## src/thd_pkg.sv

```systemverilog
// Package for the table Huffman decoder: request, response, table entry
// and control/status types, field widths and status codes.
// No dependencies.
`default_nettype none

package thd_pkg;

   localparam int BYTE_BITS = 8;
   localparam int BIT_CNT_W = $clog2(BYTE_BITS + 1);
   localparam int SYM_W     = 8;
   localparam int CODE_W    = 16;
   localparam int LEN_W     = 5;
   localparam int PAD_W     = 3;
   localparam int LEFT_W    = 5;
   localparam int STAT_W    = 2;

   localparam logic [STAT_W-1:0] ST_SYMBOL   = 2'd0;
   localparam logic [STAT_W-1:0] ST_OVERLONG = 2'd1;
   localparam logic [STAT_W-1:0] ST_END      = 2'd2;

   localparam logic CMD_LOAD   = 1'b0;
   localparam logic CMD_DECODE = 1'b1;

   typedef struct packed {
      logic              cmd;
      logic [SYM_W-1:0]  entry_symbol;
      logic [CODE_W-1:0] entry_code;
      logic [LEN_W-1:0]  entry_length;
      logic [7:0]        data_byte;
      logic              final_byte;
   } req_type;

   typedef struct packed {
      logic [SYM_W-1:0]  symbol;
      logic [STAT_W-1:0] status;
      logic [LEFT_W-1:0] leftover_bits;
      logic              last;
   } rsp_type;

   typedef struct packed {
      logic [SYM_W-1:0]  symbol;
      logic [CODE_W-1:0] code;
      logic [LEN_W-1:0]  length;
   } entry_type;

   typedef struct packed {
      logic              take_load;
      logic              take_decode;
      logic              scan_start;
      logic              scan_run;
      logic              key_load;
      logic              tbl_write;
      logic              shift_bit;
      logic              res_make;
      logic              res_flush;
      logic [STAT_W-1:0] res_kind;
   } ctrl_cmd_type;

   typedef struct packed {
      logic hit;
      logic miss;
      logic bad_len;
      logic full;
      logic overlong;
      logic bits_done;
      logic fin;
      logic out_free;
      logic hold_valid;
   } dp_status_type;

endpackage

`default_nettype wire

```

## src/thd_controller.sv

```systemverilog
// Control state machine of the table Huffman decoder.
// Sequences loads, bit shifts, table scans and result hand-off; uses thd_pkg.
`default_nettype none

module thd_controller (
   input  wire logic                  clock,
   input  wire logic                  reset,
   input  wire logic                  req_valid,
   input  wire logic                  req_is_decode,
   output logic                       req_ready,
   input  wire thd_pkg::dp_status_type status,
   output thd_pkg::ctrl_cmd_type       cmd
);

   typedef enum logic [7:0] {
      S_IDLE   = 8'b0000_0001,
      S_LCHK   = 8'b0000_0010,
      S_LSCAN  = 8'b0000_0100,
      S_SHIFT  = 8'b0000_1000,
      S_SCAN   = 8'b0001_0000,
      S_RESULT = 8'b0010_0000,
      S_NEXT   = 8'b0100_0000,
      S_FLUSH  = 8'b1000_0000
   } state_type;

   state_type                       state_ff, state_in;
   logic [thd_pkg::STAT_W-1:0]      kind_ff, kind_in;

   always_comb begin
      state_in  = state_ff;
      kind_in   = kind_ff;
      req_ready = 1'b0;
      cmd       = '0;
      unique case (state_ff)
         S_IDLE: begin
            req_ready = 1'b1;
            if (req_valid) begin
               if (req_is_decode) begin
                  cmd.take_decode = 1'b1;
                  state_in        = S_SHIFT;
               end else begin
                  cmd.take_load = 1'b1;
                  state_in      = S_LCHK;
               end
            end
         end
         S_LCHK: begin
            if (status.bad_len) begin
               state_in = S_IDLE;
            end else begin
               cmd.scan_start = 1'b1;
               state_in       = S_LSCAN;
            end
         end
         S_LSCAN: begin
            cmd.key_load = 1'b1;
            if (status.hit) begin
               state_in = S_IDLE;
            end else if (status.miss) begin
               cmd.tbl_write = !status.full;
               state_in      = S_IDLE;
            end else begin
               cmd.scan_run = 1'b1;
            end
         end
         S_SHIFT: begin
            cmd.shift_bit  = 1'b1;
            cmd.scan_start = 1'b1;
            state_in       = S_SCAN;
         end
         S_SCAN: begin
            if (status.hit) begin
               kind_in  = thd_pkg::ST_SYMBOL;
               state_in = S_RESULT;
            end else if (status.miss) begin
               if (status.overlong) begin
                  kind_in  = thd_pkg::ST_OVERLONG;
                  state_in = S_RESULT;
               end else begin
                  state_in = S_NEXT;
               end
            end else begin
               cmd.scan_run = 1'b1;
            end
         end
         S_RESULT: begin
            if (!status.hold_valid || status.out_free) begin
               cmd.res_make = 1'b1;
               cmd.res_kind = kind_ff;
               state_in     = (kind_ff == thd_pkg::ST_END) ? S_FLUSH : S_NEXT;
            end
         end
         S_NEXT: begin
            if (status.bits_done) begin
               if (status.fin) begin
                  kind_in  = thd_pkg::ST_END;
                  state_in = S_RESULT;
               end else begin
                  state_in = S_FLUSH;
               end
            end else begin
               state_in = S_SHIFT;
            end
         end
         S_FLUSH: begin
            if (!status.hold_valid) begin
               state_in = S_IDLE;
            end else if (status.out_free) begin
               cmd.res_flush = 1'b1;
               state_in      = S_IDLE;
            end
         end
         default: begin
            state_in = S_IDLE;
         end
      endcase
   end

   always_ff @(posedge clock) begin
      if (reset) begin
         state_ff <= S_IDLE;
         kind_ff  <= thd_pkg::ST_SYMBOL;
      end else begin
         state_ff <= state_in;
         kind_ff  <= kind_in;
      end
   end

endmodule

`default_nettype wire

```

## config.mk

```make
export PLATFORM = sky130hd
export DESIGN_NAME = thd_controller
export DESIGN_NICKNAME = d
export VERILOG_FILES = /design/src/thd_pkg.sv /design/src/thd_controller.sv
export SDC_FILE = /design/constraint.sdc
export NUM_CORES = 1
export LEC_CHECK = 0
export BUFFER_PORTS_ARGS = -buffer_cell sky130_fd_sc_hd__buf_2
export CAP_MARGIN = 10
export CELL_PAD_IN_SITES_DETAIL_PLACEMENT = 1
export CELL_PAD_IN_SITES_GLOBAL_PLACEMENT = 1
export CORE_MARGIN = 5
export CORE_UTILIZATION = 37
export CTS_BUF_LIST = sky130_fd_sc_hd__clkbuf_4
export CTS_CLUSTER_DIAMETER = 150
export DETAILED_ROUTE_END_ITERATION = 16
export PLACE_DENSITY = 0.85
export SETUP_SLACK_MARGIN = 0.02
export SKIP_CTS_REPAIR_TIMING = 1
export SLEW_MARGIN = 20
export SYNTH_ARGS = -nofsm -noshare
export SYNTH_HDL_FRONTEND = slang
export SYNTH_SLANG_ARGS = --single-unit
export TNS_END_PERCENT = 10
```

## constraint.sdc

```tcl
create_clock -name clock -period 2 [get_ports clock]
set_input_delay 0.4 -clock clock [delete_from_list [all_inputs] [get_ports clock]]
set_output_delay 0.4 -clock clock [all_outputs]
set_load 0.005 [all_outputs]
```

* After elaboration in Yosys (flattened, before gate mapping)
Cells that the tools add are included.
** Storage, ports and cells
- Flip-flop bits (word level) :: 10
** Operators by class
- Equality and inequality tests :: 17
- Mux-type cells :: 42
- Reduce and logical (&&, ||, !) cells :: 7
** Operator list (number)
- 2-to-1 mux 8 bit :: 11
- one-hot mux 8 bit (8 select lines) :: 1
- 2-to-1 mux 2 bit :: 10
- 2-to-1 mux 1 bit :: 15
- != test 3 bit, second input constant :: 4
- AND reduction 5 bit :: 2
- equality test 8 x 1 -> 1 bit, second input constant :: 1
- equality test 8 x 2 -> 1 bit, second input constant :: 1
- equality test 8 x 3 -> 1 bit, second input constant :: 1
- equality test 8 x 4 -> 1 bit, second input constant :: 1
- equality test 8 x 5 -> 1 bit, second input constant :: 1
- equality test 8 x 6 -> 1 bit, second input constant :: 1
- equality test 8 x 7 -> 1 bit, second input constant :: 1
- equality test 8 bit, second input constant :: 1
- != test 2 bit, second input constant :: 4
- 2-to-1 mux 7 bit :: 1
- 2-to-1 mux 4 bit :: 1
- one-hot mux 2 bit (2 select lines) :: 1
- 2-to-1 mux 3 bit :: 1
- equality test 2 bit, second input constant :: 1
- zero test 1 bit :: 2
- one-hot mux 1 bit (2 select lines) :: 1
- nonzero test 2 bit :: 1
- OR reduction 2 bit :: 1
- logical OR 1 bit :: 1

* Logic depth before layout (Yosys ltp)
- Depth in word-level cells :: 4
- Depth in mapped cells :: 6
- Depth with buffers taken out :: 4

* Worst setup path before layout
No wires, ideal clock.
- Kind :: flip-flop to output port
- Start point :: register state_ff[7]
- End point :: output port cmd[0] (netlist bit)
- Arrival :: 1351 ps
- Slack :: 249 ps
- Cell stages (with the launch flop) :: 6
- Path through :: dfxtp_1 -> buf_4 -> nor4_1 -> nand3_1 -> nor2b_1 -> and2_1
** RTL lines
- start, declared :: RTL line thd_controller.sv:26 : state_type state_ff, state_in;
- start signal, assigned :: RTL line thd_controller.sv:124 : state_ff <= state_in;
- end, declared :: RTL line thd_controller.sv:12 : output thd_pkg::ctrl_cmd_type cmd

==> results by group <==
Outcome
  – Run status: complete, no violations

Layout
  – Post-Layout Inst Area: 1010 um^2
  – Proportion of layout cells with a drive suffix above 1: 43.44%
  – Final standard cell count with taps included and fillers excluded: 149
  – N_diodes: 0
  – Final Core Density: 50.95%
  – Syn-to-layout area delta: 29.12%
  – Net count reported at finish: 136

STA
  – Number of hold violations in the final report: 0
  – Achievable clock frequency: 500.6 MHz
  – Final critical-path share of the clock period: 99.88%
  – Setup repair after global routing missed its margin: true
  – Final min period: 1.998 ns
  – Final WS setup: 0.002301 ns
  – Maximum clock skew at final layout: 0.005068 ns
  – Number of endpoints failing setup at the final stage: 0
  – Transition time of the tightest slew-check pin: 0.4499 ns
  – Slew headroom: 69.59%
  – Number of slew-limit violations in the final report: 0

Logic synthesis
  – Number of storage elements in the synthesis netlist: 10
  – Synth Area in Compound Gates: 13.28%
  – Number of distinct standard cells referenced by the synthesized netlist: 40
  – List of most frequent post-synthesis cells: dfxtp_1 (10), nor2_1 (9), nand2_1 (5), nor3_1 (5)
  – Adder-cell area share of the yosys netlist: 0%
  – Largest cells by area after synthesis: dfxtp_1 (26%), nor4_4 (5.4%), nor2_1 (4.3%)
  – Proportion of netlist area held by the largest area contributor: 25.60%
  – Seq/Total Area, Yosys: 25.60%
  – Most common cell in the synthesized netlist: dfxtp_1
  – Post-synthesis instance area: 782.0 um^2
  – Largest family of logic cells by synthesized area: simple AND/OR/NAND/NOR gates
  – Mean area per synthesized cell: 7.980 um^2
  – Post-synth ARST share: 0%
  – Portion of netlist area occupied by mux cells: 1.280%
  – Net count of the mapped netlist: 111
  – Syn Inst Count: 98
  – Xor/xnor cell area share of the yosys netlist: 4.480%
  – Simple-gate portion of the synthesized area: 48.16%
  – Number of enable-type register cells in the synthesized netlist: 0
  – Library cell with the largest summed area after synthesis: dfxtp_1
  – Most used DFF post-synth: dfxtp_1
  – Total of warnings raised by yosys: 0

Route
  – Post-route ant nets: 0
  – 1st-iter DRT viols: 17
  – Number of detailed-route iterations in the first pass: 4
  – Average vias per placed instance: 5.893
  – Met2 layer wire length in the routed design: 1523 um
  – DRC violation count after routing: 0
  – Length of routed wiring on met1: 1155 um
  – Sum of routed wire length over all layers: 2913 um
  – Uppermost metal layer occupied by signal nets: met4
  – Detailed-route via count: 878
  – Routed len/inst: 19.55 um
  – Total met3 wirelength after detailed routing: 153 um

Placed design
  – Placer congestion estimate: 0.8483
  – Placed cell areas: 917.1 um^2
  – Placed wire-length estimate: 1912 um
  – Port Buf Inserts: 24
  – Post-place setup slack: 0.1790 ns
  – Cell count after placement: 144

Floorplan
  – Die width: 55.97 um
  – Num rows: 16
  – Die area: 3133 um^2
  – Total core area: 1982 um^2
  – Starting density of the core: 39.46%
  – Number of top-level pins: 25
  – Die Span Y: 55.97 um

Clocking
  – Clock transition time at the flip-flop clock pins of the worst setup and hold paths: 0.08 ns
  – Insertion delay to the later sink of the worst-skew pair: 0.28 ns
  – Number of buffers on the longest clock path: 2
  – Clock Root Buffer: clkbuf_4
  – Clock tree from TritonCTS: done
  – CTS Buf Count: 3
  – Number of clock sinks: 10
  – Maximum level of the CTS H-tree: 1

Worst setup path
  – WP data required: 1.60 ns
  – Worst-path fanout max: 4
  – WS Path Type: register to output pin
  – Element type at the critical path start: register
  – Data arrival time of the critical path: 1.60 ns
  – Kind of end point of the critical path: output pin
  – Internal reg-to-reg setup slack: 0.23 ns

Global route
  – Initial antenna violation count: 0
  – Pin count of the biggest net entering global routing: 12
  – Vias in the first global route: 892
  – Global route total overflow: 0
  – All-Layer GR Usage: 16.06%
  – First-pass GRT wire length: 3988 um

Worst hold path
  – Classification of the worst-slack hold path: input port to register

Power
  – P_leak: 0.4767 nW
  – Peak supply drop: 0.0003732 V
  – Pwr/cell area: 541.0 nW/um^2

Flow run
  – Number of max-cap violations: 0
sequential cells by signal, indices dropped and copies added, names as in the netlist:
name and cells:
state_ff 8, kind_ff 2
final cells by class:
type	count	area [um^2]
fillers	247	972.2
multi-input cells	77	576.8
flip-flops and latches	10	207.7
repair buffers	29	157.7
well taps	27	33.78
clock buffers	3	22.52
inverters	2	7.507
clock inverters	1	3.754
metal layers:
layer  vias up  global-route usage, %
li1        408                      -
met1       436                  17.82
met2        26                  28.38
met3         8                  5.568
met4         0                  5.085
met5         -                      0
cell families (layout without fill, tap and decap cells):
| group | count (synthesis) | count (layout) |
|---|---|---|
| mux | 1 | 1 |
| compound gates | 15 | 15 |
| buf+inv | 11 | 35 |
| simple gates | 57 | 57 |
| flops | 10 | 10 |
| xor+xnor | 4 | 4 |
metrics by stage:
stage	TNS, ns	hold slack [ns]	total power, mW
final	0	0.2976	0.5463
after detailed placement	0	0.4887	0.3636
after CTS	-0.8329	0.3077	0.5167
after floorplan	0	0.4402	0.3133
after global placement	0	0.4623	0.3578
after global routing	-0.07889	0.3030	0.5707
worst max-delay path, stage by stage, from the launching register on:
cell,delay (ns)
dfxtp_2,0.36
nor4_4,0.34
and4b_1,0.31
nand2_2,0.09
nor2_1,0.10
buf_2,0.12
final timing paths:
path                 start          end  cells past startpoint
max            state_ff[7]       cmd[9]                      5
min          req_is_decode  state_ff[1]                      2
max reg2reg    state_ff[4]  state_ff[3]                      4
min reg2reg     kind_ff[1]   kind_ff[1]                      2
layout by cell type, fill, tap and decap left out, types with 2 or more instances in the layout:
| master | n |
|---|---|
| nor2_1 | 9 |
| o31ai_1 | 4 |
| nand3_1 | 3 |
| and2_1 | 2 |
| dfxtp_1 | 4 |
| dfxtp_2 | 6 |
| nand2b_1 | 4 |
| o21ai_0 | 2 |
| inv_1 | 2 |
| or3_1 | 2 |
| and3_1 | 2 |
| and4b_1 | 3 |
| a21oi_1 | 3 |
| buf_2 | 24 |
| nand2_1 | 4 |
| nor3_1 | 4 |
| nand4_1 | 2 |
| nor4_4 | 4 |
| nor4b_1 | 2 |
| buf_4 | 5 |
| xor2_1 | 3 |
| nand4b_1 | 2 |
| clkbuf_4 | 3 |
power by group:
group | switching [mW] | total [mW] | internal, mW | leakage [nW]
Clock | 0.0852 | 0.158 | 0.0726 | 0.0154
Combinational | 0.0809 | 0.155 | 0.0740 | 0.378
Sequential | 0.0262 | 0.234 | 0.207 | 0.0833
Total | 0.192 | 0.546 | 0.354 | 0.477
(Power assumes the default switching activity.)
